## config.mk

```make
export PLATFORM = sky130hd
export DESIGN_NAME = postfix_expression_evaluator
export DESIGN_NICKNAME = d
export VERILOG_FILES = /design/src/rtl/pee_pkg.sv /design/src/rtl/pee_datapath.sv /design/src/rtl/pee_ctrl.sv /design/src/rtl/postfix_expression_evaluator.sv
export VERILOG_INCLUDE_DIRS = /design/src /design/src/rtl
export SDC_FILE = /design/constraint.sdc
export NUM_CORES = 2
export LEC_CHECK = 0
export BUFFER_PORTS_ARGS = -buffer_cell sky130_fd_sc_hd__buf_2
export CORE_MARGIN = 1.5
export CORE_UTILIZATION = 35
export CTS_CLUSTER_DIAMETER = 50
export DETAILED_ROUTE_END_ITERATION = 8
export PLACE_DENSITY_LB_ADDON = 0.15
export SETUP_SLACK_MARGIN = 0.05
export SLEW_MARGIN = 20
export SYNTH_ARGS = -nofsm -noshare
export SYNTH_HDL_FRONTEND = slang
export SYNTH_SLANG_ARGS = --single-unit
```

## constraint.sdc

```tcl
create_clock -name clk -period 12.4 [get_ports clk]
set_clock_uncertainty 0.2 [all_clocks]
set_input_delay 2.48 -clock clk [delete_from_list [all_inputs] [get_ports clk]]
set_output_delay 2.48 -clock clk [all_outputs]
set_load 0.05 [all_outputs]
```

## src/rtl/postfix_expression_evaluator_defines.svh

```systemverilog
// Assertion macros shared by the postfix expression evaluator RTL.
`ifndef POSTFIX_EXPRESSION_EVALUATOR_DEFINES_SVH
`define POSTFIX_EXPRESSION_EVALUATOR_DEFINES_SVH

// Same-cycle implication, sampled on clk, off while rst_n is low.
`define PEE_ASSERT_IMPL(label, ante, cons, msg) \
    label: assert property (@(posedge clk) disable iff (!rst_n) (ante) |-> (cons)) \
        else $error(msg);

// Next-cycle implication, sampled on clk, off while rst_n is low.
`define PEE_ASSERT_NEXT(label, ante, cons, msg) \
    label: assert property (@(posedge clk) disable iff (!rst_n) (ante) |=> (cons)) \
        else $error(msg);

`endif

```

## src/rtl/pee_pkg.sv

```systemverilog
// Shared types, character codes and command/status structs of the postfix evaluator.
package pee_pkg;

    localparam int STACK_DEPTH_DEF = 16;

    // Expression characters
    localparam logic [7:0] CH_ZERO  = 8'h30;
    localparam logic [7:0] CH_NINE  = 8'h39;
    localparam logic [7:0] CH_SEMI  = 8'h3B;
    localparam logic [7:0] CH_PLUS  = 8'h2B;
    localparam logic [7:0] CH_MINUS = 8'h2D;
    localparam logic [7:0] CH_STAR  = 8'h2A;
    localparam logic [7:0] CH_SLASH = 8'h2F;
    localparam logic [7:0] CH_CARET = 8'h5E;

    // Last step-counter values of the divider and power loops
    localparam logic [5:0] DIV_LAST = 6'd31;  // one quotient bit per cycle
    localparam logic [5:0] POW_LAST = 6'd61;  // multiply and square per exponent bit

    typedef enum logic [2:0] {
        CLS_DIGIT,
        CLS_SEMI,
        CLS_ADD,
        CLS_SUB,
        CLS_MUL,
        CLS_DIV,
        CLS_POW,
        CLS_OTHER
    } char_cls_t;

    typedef enum logic [2:0] {
        ST_OK    = 3'd0,
        ST_UNDER = 3'd1,
        ST_OVER  = 3'd2,
        ST_DIVZ  = 3'd3,
        ST_EMPTY = 3'd4
    } status_t;

    // Controller to datapath
    typedef struct packed {
        logic accept;     // latch the incoming character
        logic acc_digit;  // fold a digit into the number accumulator
        logic push_acc;   // push the pending number, if any
        logic pop;        // read two operands, drop them from the stack
        logic underflow;  // too few operands: empty the stack, flag it
        logic oper;       // evaluate or start the operator
        logic flag_divz;  // divide by zero
        logic div_step;
        logic div_fix;
        logic pow_step;
        logic push_res;
        logic rd_top;     // read the top of stack for the result
        logic out_load;   // load the result register, clear the expression
    } cmd_t;

    // Datapath to controller
    typedef struct packed {
        char_cls_t cls;
        logic      last;
        logic      lt2;
        logic      a_zero;
        logic      b_zero;
        logic      b_neg;
        logic      div_done;
        logic      pow_done;
        logic      out_free;
    } stat_t;

    function automatic char_cls_t char_class(input logic [7:0] c);
        char_cls_t r;
        if (c >= CH_ZERO && c <= CH_NINE)
        begin
            r = CLS_DIGIT;
        end
        else
        begin
            case (c)
                CH_SEMI:  r = CLS_SEMI;
                CH_PLUS:  r = CLS_ADD;
                CH_MINUS: r = CLS_SUB;
                CH_STAR:  r = CLS_MUL;
                CH_SLASH: r = CLS_DIV;
                CH_CARET: r = CLS_POW;
                default:  r = CLS_OTHER;
            endcase
        end
        return r;
    endfunction

endpackage

```

## src/rtl/pee_datapath.sv

```systemverilog
// Datapath: operand stack, number accumulator, ALU, divider, power unit, result register.
module pee_datapath #(
    parameter int STACK_DEPTH = pee_pkg::STACK_DEPTH_DEF
) (
    input  logic            clk,
    input  logic            rst_n,
    input  logic [7:0]      ch,
    input  logic            last,
    input  pee_pkg::cmd_t   cmd,
    output pee_pkg::stat_t  stat,
    output logic            result_valid,
    input  logic            result_stall,
    output logic [31:0]     value,
    output logic [2:0]      status
);
    import pee_pkg::*;

    localparam int SP_W  = $clog2(STACK_DEPTH + 1);
    localparam int IDX_W = $clog2(STACK_DEPTH);

    logic [31:0] mem [STACK_DEPTH];

    logic [7:0]      ch_reg;
    logic            last_reg;
    logic [SP_W-1:0] sp_reg, sp_next;
    logic [31:0]     acc_reg, acc_next;
    logic            innum_reg, innum_next;
    status_t         err_reg, err_next;
    logic [31:0]     rda_reg, rdb_reg;
    logic [31:0]     res_reg, res_next;
    logic [31:0]     sq_reg, sq_next;
    logic [30:0]     ex_reg, ex_next;
    logic [31:0]     rem_reg, rem_next;
    logic [31:0]     quo_reg, quo_next;
    logic [31:0]     dvs_reg, dvs_next;
    logic            neg_reg, neg_next;
    logic [5:0]      cnt_reg, cnt_next;
    logic [31:0]     value_reg, value_next;
    status_t         status_reg, status_next;
    logic            rvalid_reg, rvalid_next;

    char_cls_t       cls;
    logic [SP_W-1:0] sp_m1, sp_m2;
    logic            full;
    logic            push_en;
    logic [31:0]     push_data;
    logic [3:0]      digit;
    logic [31:0]     mul_x, mul_y, mul_p;
    logic [32:0]     rem_sh, rem_diff;
    logic            out_free;
    status_t         fin_status;

    assign cls      = char_class(ch_reg);
    assign sp_m1    = sp_reg - SP_W'(1);
    assign sp_m2    = sp_reg - SP_W'(2);
    assign full     = (sp_reg == SP_W'(STACK_DEPTH));
    assign digit    = 4'(ch_reg - CH_ZERO);
    assign out_free = !rvalid_reg || !result_stall;

    // Push source: pending number or operator result
    assign push_en   = (cmd.push_acc && innum_reg) || cmd.push_res;
    assign push_data = cmd.push_res ? res_reg : acc_reg;

    // Shared 32x32 multiplier, low word only
    always_comb
    begin
        if (cmd.pow_step)
        begin
            mul_x = cnt_reg[0] ? sq_reg : res_reg;
            mul_y = sq_reg;
        end
        else
        begin
            mul_x = rda_reg;
            mul_y = rdb_reg;
        end
    end
    assign mul_p = mul_x * mul_y;

    // Restoring divider step
    assign rem_sh   = {rem_reg, quo_reg[31]};
    assign rem_diff = rem_sh - {1'b0, dvs_reg};

    // Final status of an expression
    always_comb
    begin
        if (err_reg != ST_OK)
            fin_status = err_reg;
        else if (sp_reg == '0)
            fin_status = ST_EMPTY;
        else
            fin_status = ST_OK;
    end

    // Next-state logic
    always_comb
    begin
        sp_next     = sp_reg;
        acc_next    = acc_reg;
        innum_next  = innum_reg;
        err_next    = err_reg;
        res_next    = res_reg;
        sq_next     = sq_reg;
        ex_next     = ex_reg;
        rem_next    = rem_reg;
        quo_next    = quo_reg;
        dvs_next    = dvs_reg;
        neg_next    = neg_reg;
        cnt_next    = cnt_reg;
        value_next  = value_reg;
        status_next = status_reg;
        rvalid_next = rvalid_reg;

        if (rvalid_reg && !result_stall)
            rvalid_next = 1'b0;

        if (cmd.acc_digit)
        begin
            acc_next   = (acc_reg << 3) + (acc_reg << 1) + 32'(digit);
            innum_next = 1'b1;
        end

        if (cmd.push_acc)
        begin
            acc_next   = '0;
            innum_next = 1'b0;
        end

        // Push with overflow check
        if (push_en)
        begin
            if (full)
            begin
                if (err_reg == ST_OK)
                    err_next = ST_OVER;
            end
            else
            begin
                sp_next = sp_reg + SP_W'(1);
            end
        end

        if (cmd.pop)
            sp_next = sp_m2;

        if (cmd.underflow)
        begin
            sp_next = '0;
            if (err_reg == ST_OK)
                err_next = ST_UNDER;
        end

        if (cmd.flag_divz && err_reg == ST_OK)
            err_next = ST_DIVZ;

        // Operator evaluation or unit start
        if (cmd.oper)
        begin
            case (cls)
                CLS_ADD: res_next = rda_reg + rdb_reg;
                CLS_SUB: res_next = rda_reg - rdb_reg;
                CLS_MUL: res_next = mul_p;
                CLS_DIV:
                begin
                    rem_next = '0;
                    quo_next = rda_reg[31] ? (32'd0 - rda_reg) : rda_reg;
                    dvs_next = rdb_reg[31] ? (32'd0 - rdb_reg) : rdb_reg;
                    neg_next = rda_reg[31] ^ rdb_reg[31];
                    cnt_next = '0;
                end
                CLS_POW:
                begin
                    if (rdb_reg[31])
                    begin
                        // negative exponent: only unit-magnitude bases survive
                        if (rda_reg == 32'd1)
                            res_next = 32'd1;
                        else if (rda_reg == '1)
                            res_next = rdb_reg[0] ? '1 : 32'd1;
                        else
                            res_next = '0;
                    end
                    else
                    begin
                        res_next = 32'd1;
                        sq_next  = rda_reg;
                        ex_next  = rdb_reg[30:0];
                        cnt_next = '0;
                    end
                end
                default: ;
            endcase
        end

        if (cmd.div_step)
        begin
            if (!rem_diff[32])
                rem_next = rem_diff[31:0];
            else
                rem_next = rem_sh[31:0];
            quo_next = {quo_reg[30:0], !rem_diff[32]};
            cnt_next = cnt_reg + 6'd1;
        end

        if (cmd.div_fix)
            res_next = neg_reg ? (32'd0 - quo_reg) : quo_reg;

        // Square and multiply: multiply on even steps, square and shift the exponent on odd steps
        if (cmd.pow_step)
        begin
            if (!cnt_reg[0])
            begin
                if (ex_reg[0])
                    res_next = mul_p;
            end
            else
            begin
                sq_next = mul_p;
                ex_next = {1'b0, ex_reg[30:1]};
            end
            cnt_next = cnt_reg + 6'd1;
        end

        // Result transfer and expression clear
        if (cmd.out_load)
        begin
            status_next = fin_status;
            value_next  = (fin_status == ST_OK) ? rdb_reg : '0;
            rvalid_next = 1'b1;
            sp_next     = '0;
            acc_next    = '0;
            innum_next  = 1'b0;
            err_next    = ST_OK;
        end
    end

    // Control registers
    always_ff @(posedge clk or negedge rst_n)
    begin
        if (!rst_n)
        begin
            sp_reg     <= '0;
            acc_reg    <= '0;
            innum_reg  <= 1'b0;
            err_reg    <= ST_OK;
            cnt_reg    <= '0;
            rvalid_reg <= 1'b0;
        end
        else
        begin
            sp_reg     <= sp_next;
            acc_reg    <= acc_next;
            innum_reg  <= innum_next;
            err_reg    <= err_next;
            cnt_reg    <= cnt_next;
            rvalid_reg <= rvalid_next;
        end
    end

    // Payload registers
    always_ff @(posedge clk)
    begin
        if (cmd.accept)
        begin
            ch_reg   <= ch;
            last_reg <= last;
        end
        res_reg    <= res_next;
        sq_reg     <= sq_next;
        ex_reg     <= ex_next;
        rem_reg    <= rem_next;
        quo_reg    <= quo_next;
        dvs_reg    <= dvs_next;
        neg_reg    <= neg_next;
        value_reg  <= value_next;
        status_reg <= status_next;
    end

    // Operand stack: one write port, two registered read ports
    always_ff @(posedge clk)
    begin
        if (push_en && !full)
            mem[sp_reg[IDX_W-1:0]] <= push_data;
        if (cmd.pop || cmd.rd_top)
        begin
            rdb_reg <= mem[sp_m1[IDX_W-1:0]];
            rda_reg <= mem[sp_m2[IDX_W-1:0]];
        end
    end

    assign stat.cls      = cls;
    assign stat.last     = last_reg;
    assign stat.lt2      = (sp_reg < SP_W'(2));
    assign stat.a_zero   = (rda_reg == '0);
    assign stat.b_zero   = (rdb_reg == '0);
    assign stat.b_neg    = rdb_reg[31];
    assign stat.div_done = (cnt_reg == DIV_LAST);
    assign stat.pow_done = (cnt_reg == POW_LAST);
    assign stat.out_free = out_free;

    assign result_valid = rvalid_reg;
    assign value        = value_reg;
    assign status       = status_reg;

endmodule

```

## src/rtl/pee_ctrl.sv

```systemverilog
// Controller: sequences each character through the datapath.
module pee_ctrl (
    input  logic           clk,
    input  logic           rst_n,
    input  logic           item_valid,
    output logic           item_stall,
    input  pee_pkg::stat_t stat,
    output pee_pkg::cmd_t  cmd
);
    import pee_pkg::*;

    typedef enum logic [10:0] {
        S_IDLE    = 11'b000_0000_0001,
        S_DECODE  = 11'b000_0000_0010,
        S_POP     = 11'b000_0000_0100,
        S_OPER    = 11'b000_0000_1000,
        S_DIV     = 11'b000_0001_0000,
        S_DIVFIX  = 11'b000_0010_0000,
        S_POW     = 11'b000_0100_0000,
        S_PUSHRES = 11'b000_1000_0000,
        S_FLUSH   = 11'b001_0000_0000,
        S_READTOP = 11'b010_0000_0000,
        S_FINISH  = 11'b100_0000_0000
    } state_t;

    state_t state_reg, state_next;
    state_t after;

    // Where a character's work ends
    assign after = stat.last ? S_FLUSH : S_IDLE;

    always_comb
    begin
        cmd        = '0;
        state_next = state_reg;
        case (state_reg)
            S_IDLE:
            begin
                if (item_valid)
                begin
                    cmd.accept = 1'b1;
                    state_next = S_DECODE;
                end
            end
            S_DECODE:
            begin
                if (stat.cls == CLS_DIGIT)
                begin
                    cmd.acc_digit = 1'b1;
                    state_next    = after;
                end
                else
                begin
                    cmd.push_acc = 1'b1;
                    state_next   = (stat.cls == CLS_SEMI) ? after : S_POP;
                end
            end
            S_POP:
            begin
                if (stat.lt2)
                begin
                    cmd.underflow = 1'b1;
                    state_next    = after;
                end
                else
                begin
                    cmd.pop    = 1'b1;
                    state_next = S_OPER;
                end
            end
            S_OPER:
            begin
                case (stat.cls)
                    CLS_ADD, CLS_SUB, CLS_MUL:
                    begin
                        cmd.oper   = 1'b1;
                        state_next = S_PUSHRES;
                    end
                    CLS_DIV:
                    begin
                        if (stat.b_zero)
                        begin
                            cmd.flag_divz = 1'b1;
                            state_next    = after;
                        end
                        else
                        begin
                            cmd.oper   = 1'b1;
                            state_next = S_DIV;
                        end
                    end
                    CLS_POW:
                    begin
                        if (stat.b_neg && stat.a_zero)
                        begin
                            cmd.flag_divz = 1'b1;
                            state_next    = after;
                        end
                        else
                        begin
                            cmd.oper   = 1'b1;
                            state_next = stat.b_neg ? S_PUSHRES : S_POW;
                        end
                    end
                    default: state_next = after;  // unknown: operands dropped
                endcase
            end
            S_DIV:
            begin
                cmd.div_step = 1'b1;
                if (stat.div_done)
                    state_next = S_DIVFIX;
            end
            S_DIVFIX:
            begin
                cmd.div_fix = 1'b1;
                state_next  = S_PUSHRES;
            end
            S_POW:
            begin
                cmd.pow_step = 1'b1;
                if (stat.pow_done)
                    state_next = S_PUSHRES;
            end
            S_PUSHRES:
            begin
                cmd.push_res = 1'b1;
                state_next   = after;
            end
            S_FLUSH:
            begin
                cmd.push_acc = 1'b1;
                state_next   = S_READTOP;
            end
            S_READTOP:
            begin
                cmd.rd_top = 1'b1;
                state_next = S_FINISH;
            end
            S_FINISH:
            begin
                if (stat.out_free)
                begin
                    cmd.out_load = 1'b1;
                    state_next   = S_IDLE;
                end
            end
            default: state_next = S_IDLE;
        endcase
    end

    always_ff @(posedge clk or negedge rst_n)
    begin
        if (!rst_n)
            state_reg <= S_IDLE;
        else
            state_reg <= state_next;
    end

    assign item_stall = (state_reg != S_IDLE);

endmodule

```

## src/rtl/postfix_expression_evaluator.sv

```systemverilog
// Top level of the postfix expression evaluator: controller plus datapath.
// Each character is decoded in turn: digits build a number, an operator pops two operands
// and pushes its result; '/' and '^' run iterative loops, which a zero divisor or a negative
// exponent skips. The final character's result waits until the previous one is taken.
// One character is in work at a time; the divide and power loops set the worst case.
// Reset (rst_n low, asynchronous) empties the stack, clears number, error and result valid.
`include "postfix_expression_evaluator_defines.svh"

module postfix_expression_evaluator #(
    parameter int STACK_DEPTH = pee_pkg::STACK_DEPTH_DEF
) (
    input  logic        clk,
    input  logic        rst_n,
    input  logic        item_valid,
    output logic        item_stall,
    input  logic [7:0]  ch,
    input  logic        last,
    output logic        result_valid,
    input  logic        result_stall,
    output logic [31:0] value,
    output logic [2:0]  status
);
    import pee_pkg::*;

    cmd_t  cmd;
    stat_t stat;

    pee_ctrl u_ctrl (
        .clk        (clk),
        .rst_n      (rst_n),
        .item_valid (item_valid),
        .item_stall (item_stall),
        .stat       (stat),
        .cmd        (cmd)
    );

    pee_datapath #(
        .STACK_DEPTH (STACK_DEPTH)
    ) u_datapath (
        .clk          (clk),
        .rst_n        (rst_n),
        .ch           (ch),
        .last         (last),
        .cmd          (cmd),
        .stat         (stat),
        .result_valid (result_valid),
        .result_stall (result_stall),
        .value        (value),
        .status       (status)
    );

    // Checks
    `PEE_ASSERT_IMPL(a_cmd_single, 1'b1, $onehot0(cmd), "more than one datapath command")
    `PEE_ASSERT_NEXT(a_busy_after, item_valid && !item_stall, item_stall, "took two items")
    `PEE_ASSERT_IMPL(a_err_zero, result_valid && status != ST_OK, value == '0, "error value")

endmodule

```

Word level (Yosys, flattened, before mapping):

Memories as Yosys holds them, arrays and structs flattened. A register that Yosys moved wholly into a read port is not among the register bits.
Cells that the tools add are included.

* reduce and logical (&&, ||, !) cells: 33
* equality and inequality tests: 35
* $lt $le $gt $ge: 3
* $mul: 1
* mux-type cells: 101
* bitwise operators: 1
* add/sub/neg operators: 13

Operators with widths (number)
* $mux 32: 30
* $mux 31: 6
* $pmux 32 s4: 1
* $pmux 11 s11: 1
* $mux 11: 9
* $sub 1x32->32 const A: 3
* $add 32x32->32: 2
* $logic_not 32->1: 2
* $eq 8x6->1 const B: 5
* $pmux 11 s3: 1
* $sub 33x32->33: 1
* $add 32x4->32: 1
* $eq 32x1->1 const B: 1
* $eq 32x32->1 const B: 1
* $mul 32x32->32: 1
* $sub 32x32->32: 1
* $mux 3: 10
* $mux 1: 25
* $mux 5: 5
* $mux 6: 4
* $pmux 3 s6: 1
* $pmux 6 s2: 1
* $eq 11x1->1 const B: 1
* $eq 11x10->1 const B: 1
* other kinds (46): 73

* memories: 1
* word-level logic and storage cells: 207
* register bits after elaboration: 295
* output and inout port bits: 37
* input bits: 13
* bits in writable memories: 512

Memory list
* u_datapath.mem: words 16, bits a word 32, rd ports 2, clocked after memory_dff 2, wr ports 1, line pee_datapath.sv:21 `logic [31:0] mem [STACK_DEPTH];`

Logic depth before layout (Yosys ltp):

* word-level depth: 13
* gate-level depth with buffers: 36

Cells and area by module:

Synthesis repeated with hierarchy kept, for this count alone.

* cell total of the unflattened synthesis: 5277
* area, all modules: 62267.2 µm²

Modules (own cells, without submodules)
* pee_datapath: cells each 5165, times used 1, area an instance 61323.8 µm², seq. area each 24633.6 µm²
* pee_ctrl: cells each 112, times used 1, area an instance 943.4 µm², seq. area each 276.5 µm²

Worst setup path before layout:

No wires, ideal clock.

* kind: reg-to-reg
* from: register u_ctrl.state_reg[2]
* to: register u_datapath.sq_reg[31]
* slack: 3.563 ns
* period minus slack after synthesis: 8.837 ns
* cell stages (with the launch flop): 31
* setup time: 0.130 ns
* data arrival time: 8.507 ns
* path through: dfrtp_1 -> nor4_2 -> nand4_1 -> clkbuf_1 -> clkbuf_1 -> buf_1 -> mux2i_1 -> clkbuf_1 -> nor2_1 -> fa_1 -> fa_1 -> fa_1 -> inv_1 -> fa_1 -> inv_1 -> fa_1 -> fa_1 -> fa_1 -> fa_1 -> ha_1 -> clkbuf_1 -> a21o_1 -> a21o_1 -> a21oi_1 -> nor2b_1 -> or4_1 -> a31oi_1 -> o21ai_0 -> a31oi_1 -> xnor2_1 -> o21ai_0

* longest elaborated chain between the ends: 6

RTL lines
* from (decl): line pee_ctrl.sv:26 `state_t state_reg, state_next;`
* from (signal assigned): line pee_ctrl.sv:157 `state_reg <= state_next;`
* $eq 11x7->1: line pee_ctrl.sv:36 `case (state_reg)`
* $mux 1: line pee_ctrl.sv:36
* $mux 32: line pee_datapath.sv:67 `if (cmd.pow_step)`
* $mul 32x32->32: line pee_datapath.sv:78 `assign mul_p = mul_x * mul_y;`
* $mux 32: line pee_datapath.sv:211 `if (!cnt_reg[0])`
* $mux 32 *: line pee_datapath.sv:209 `if (cmd.pow_step)`
* named net u_datapath.sq_next[31]: line pee_datapath.sv:31 `logic [31:0] sq_reg, sq_next;`
* to (signal assigned): line pee_datapath.sv:269 `sq_reg <= sq_next;`
* to (decl): line pee_datapath.sv:31

Mark *: on every way through the listed nets, which the timed path passes. The rest lies on a longest branch.
A chain may end at the register's enable or synchronous reset.

Final worst setup path:

* from: register u_ctrl.state_reg[2]
* to: register u_datapath.res_reg[26]

* longest elaborated chain between the ends: 10

RTL lines
* $eq 11x7->1: line pee_ctrl.sv:36
* $mux 1: line pee_ctrl.sv:36
* $mux 32: line pee_datapath.sv:67
* $mul 32x32->32: line pee_datapath.sv:78
* $pmux 32 s4: line pee_datapath.sv:159 `case (cls)`
* $mux 32: line pee_datapath.sv:157 `if (cmd.oper)`
* $mux 32: line pee_datapath.sv:205 `if (cmd.div_fix)`
* $mux 32: line pee_datapath.sv:213 `if (ex_reg[0])`
* $mux 32: line pee_datapath.sv:211
* $mux 32 *: line pee_datapath.sv:209
* named net u_datapath.res_next[26]: line pee_datapath.sv:30 `logic [31:0] res_reg, res_next;`
* to (signal assigned): line pee_datapath.sv:268 `res_reg <= res_next;`
* to (decl): line pee_datapath.sv:30

Marked as above.

==> impl_summary.md <==
Status
The flow ran to the end, and the final reports show no timing, DRC or antenna violations.

Route
The average via count per standard cell is 5.56. Wire segments on met3 add up to between 10000 and 15000 microns in the final route. The uppermost layer routed is met4. The vias after detailed routing is 42932. After detailed routing, the met2 layer carries 99800 microns of wire. Once detail routing completed, the nets flagged for antenna violations numbered 0. The first detailed-routing pass took 5 iterations. For this run, design rule violations remaining after detail routing come to 0. The met1 wire length is around 94000 microns.

Summed over all layers, the routed wires come to between 200000 and 250000 microns. The number of violations reported at the end of detailed-routing iteration 0 is 4555. The routed length per placed instance is 28.0 microns.

STA
Setup violations remaining at the end of the flow were counted as 0. After layout, the minimum clock period comes to 10.05 ns. The final hold violation count is 0. The post-route setup TNS is 0 ns. The fmax is 99.5 MHz. Setup repair after global routing left no endpoint under its margin. The number of pins with negative max-slew slack in the final report is 0. Of the available clock period, the critical path in the final layout requires 0.810. The relative max-transition margin is 0.198. At the pin with the least slew margin, the transition time is roughly 1.2 ns.

Yosys
The commonest cells after synthesis are sky130_fd_sc_hd__edfxtp_1, sky130_fd_sc_hd__nor2_1, sky130_fd_sc_hd__nand2_1. The cell area after technology mapping is 62000 sq um. By area the synthesized netlist is led by sky130_fd_sc_hd__edfxtp_1, sky130_fd_sc_hd__fa_1, sky130_fd_sc_hd__mux4_2, sky130_fd_sc_hd__ha_1, sky130_fd_sc_hd__nor2_1. The distinct cell type count of the synthesized netlist is 86. sky130_fd_sc_hd__edfxtp_1 is the most common cell in the netlist. Among all flip-flop cells after synthesis, the most frequent one is sky130_fd_sc_hd__edfxtp_1. The gate count of the mapped netlist is 5260. The synthesized design spends more area on one cell type than any other, namely sky130_fd_sc_hd__edfxtp_1.

For this run, the number of Yosys warnings is 0. The synthesized area divided by synthesized cell count is 11.8 sq um. The area share of the largest cell type after synthesis is 0.347. The register bit total from synthesis is around 870. Synthesis produced a netlist with a net count of 5943.

The share of the Yosys chip area taken by registers is 0.402. In this run, synthesis inferred 717 flip-flops with an integrated enable. The proportion of register bits with asynchronous set or reset after synthesis is 0.0677.

Setup path
The worst register-to-register path begins at u_ctrl.state_reg[2]. The highest fanout seen on the critical path is slightly above 90. The depth of the worst register-to-register path is 30. The number of buffers and inverters on the critical path is 5. Across all register-to-register paths, the minimum setup slack is 2.35 ns. The worst setup path is of the flop to flop kind.

The category of the worst setup path capture point is a flop. For the worst setup path, the data required time is 12.74 ns. The cell seen most often among critical-path stages is sky130_fd_sc_hd__fa_1. The category of cells accounting for the largest share of critical-path delay is adder cells. In this design, the stage delay of the slowest critical-path cell is 0.89 ns. The largest individual stage delay along the critical path comes from the cell sky130_fd_sc_hd__o21a_1. For the worst setup path, the data arrival time is 10.38 ns. The capture point of the worst reg-to-reg path is u_datapath.res_reg[26].

The worst setup path is launched from a flop.

Pwr
IR analysis of the VDD net gives a maximum drop of 0.300 mV. The completed layout was analyzed and its total power is 14300 uW. The ratio of total power to cell area is 206 nW/um^2.

The register share of total power is 0.256. The cell-internal power is 8280 uW. Of the total power, the share spent switching nets is 0.419.

The net switching power figure is 5970 uW. The share of power burned in the clock network is 0.221. Of the total power, combinational logic draws 0.522. The leakage component of the power is roughly 0.027 uW.

Floorplan
The core footprint is roughly 180000 sq um. The die covers 180000 sq um. The die is 424 microns wide. The floorplan die height is roughly 420 microns. The I/O pin count is 50. The number of rows created at floorplan is 154. For this configuration, the core starts out at a cell density of 0.352.

Clock tree
In this run the post-CTS setup repair buffer count came out at 0. In this run the clock root is driven by a sky130_fd_sc_hd__clkbuf_16. The CTS tree is done. The clock passes through at most 3 buffers.

The clock-pin slew reported for the worst setup and hold paths after clock tree synthesis is roughly 0.06 ns. The cts-stage hold buffer count is 0. The clock insertion delay at the later pin of the skew report is 0.77 ns.

In this run, post-CTS repair resized a total of 0 instances. The H-tree level count is 3. CTS saw 871 sinks. The number of CTS-inserted buffers is 109.

GRT
The number of global-route vias before repair is 43461. The largest net degree at the start of global routing is 93. The initial antenna violation count is 13.

The total global-route track usage is 0.239. The first global-routing pass estimated 311000 microns of wire. Global routing finished with a remaining overflow of 0.

Min path
The worst hold endpoint is u_datapath.ex_reg[7]. In this run the most critical hold path is launched from u_datapath.ex_reg[8]. The worst min-delay path class is flop to flop.

The worst hold path passes through 2 cells.

Place
The count of buffers inserted at the top-level ports is between 40 and 50. The global placement routability congestion is about 0.96. Detailed placement finished with a half-perimeter wire length of about 150000 microns.

Final layout
The signed area change from the synthesized netlist to the final layout is 11.6%. The total number of nets in the final design is 5969. The number of flip-flops under the largest register name is 512. The number of fill cells in the layout is approximately 17000.

The fraction of final layout cells with drive strength greater than 1 is 0.159.

Job
Across the run, the number of max-cap violations was 0.
==> per-layer routing <==
metal | global-route usage | vias to the layer above
li1 | - | 18733
met1 | 0.333 | 22239
met2 | 0.378 | 1615
met3 | 0.0383 | 345
met4 | 0.0832 | 0
met5 | 0 | -
==> cells by family after synthesis <==
family,share of synthesized area
AOI/OAI and AO/OA,0.0740
xor gates and xnor gates,0.0423
adders and majority gates,0.185
buffers and inverters,0.0462
DFF,0.402
muxes,0.148
and+or+nand+nor,0.103
==> final cells by class <==
cell class,instances,area [sq um],area share
Antenna cell,7,17.5,0.000253
Clock buffer,127,2840,0.0410
Clock inverter,78,757,0.0109
Inverter,461,1730,0.0250
Multi-Input combinational cell,3640,34600,0.500
Sequential cell,871,24900,0.360
Tap cell,2340,2930,0.0423
Timing Repair Buffer,203,1440,0.0208
==> power groups by stage <==
stage	Sequential, uW	Combinational (uW)	Clock [uW]
2_1_floorplan	3640	4900	0
3_3_place_gp	3720	7370	0
3_5_place_dp	3720	7370	0
4_1_cts	3660	7440	3220
5_1_grt	3670	7960	3330
6_report	3660	7450	3150
==> stage by stage <==
stage	std cells	hold slack, ns	util	setup slack, ns	instance area [sq um]
floorplan	5260	0.246	-	3.56	62000
global placement	7515	0.268	0.372	2.67	65600
detailed placement	7515	0.274	0.372	2.58	65600
CTS	7720	0.284	0.393	2.51	69200
global route	7720	0.304	0.393	1.92	69200
finish	7727	0.282	0.393	2.35	69200
==> cell usage in the layout, fill, tap and decap left out, types with 66 or more instances in the layout <==
master and count:
sky130_fd_sc_hd__o21ai_0 220, sky130_fd_sc_hd__ha_1 256, sky130_fd_sc_hd__mux2i_1 115, sky130_fd_sc_hd__fa_1 412
sky130_fd_sc_hd__edfxtp_1 717, sky130_fd_sc_hd__xor2_1 106, sky130_fd_sc_hd__dfxtp_1 95, sky130_fd_sc_hd__clkbuf_16 109
sky130_fd_sc_hd__inv_1 461, sky130_fd_sc_hd__a21oi_1 182, sky130_fd_sc_hd__mux2_2 66, sky130_fd_sc_hd__nor2_1 524
sky130_fd_sc_hd__nand2_1 497, sky130_fd_sc_hd__buf_4 151, sky130_fd_sc_hd__xnor2_1 185, sky130_fd_sc_hd__mux4_2 320
==> worst register-to-register path: cells and delay by family (launching register included) <==
kind | cells | cell delay, ns
xor+xnor | 1 | 0.34
fa+ha+maj | 9 | 3.82
flops | 1 | 0.42
buf+inv | 5 | 0.48
compound gates | 8 | 2.64
simple gates | 7 | 1.98
==> how the worst max path moves through the flow <==
stage	start	to	cells past startpoint
after floorplan	u_ctrl.state_reg[2]	u_datapath.sq_reg[31]	30
after global placement	u_ctrl.state_reg[2]	u_datapath.sq_reg[28]	30
after detailed placement	u_ctrl.state_reg[2]	u_datapath.res_reg[26]	30
after CTS	u_ctrl.state_reg[2]	u_datapath.res_reg[26]	30
after global routing	u_ctrl.state_reg[2]	u_datapath.res_reg[26]	30
final	u_ctrl.state_reg[2]	u_datapath.res_reg[26]	30
(Power assumes the default switching activity.)
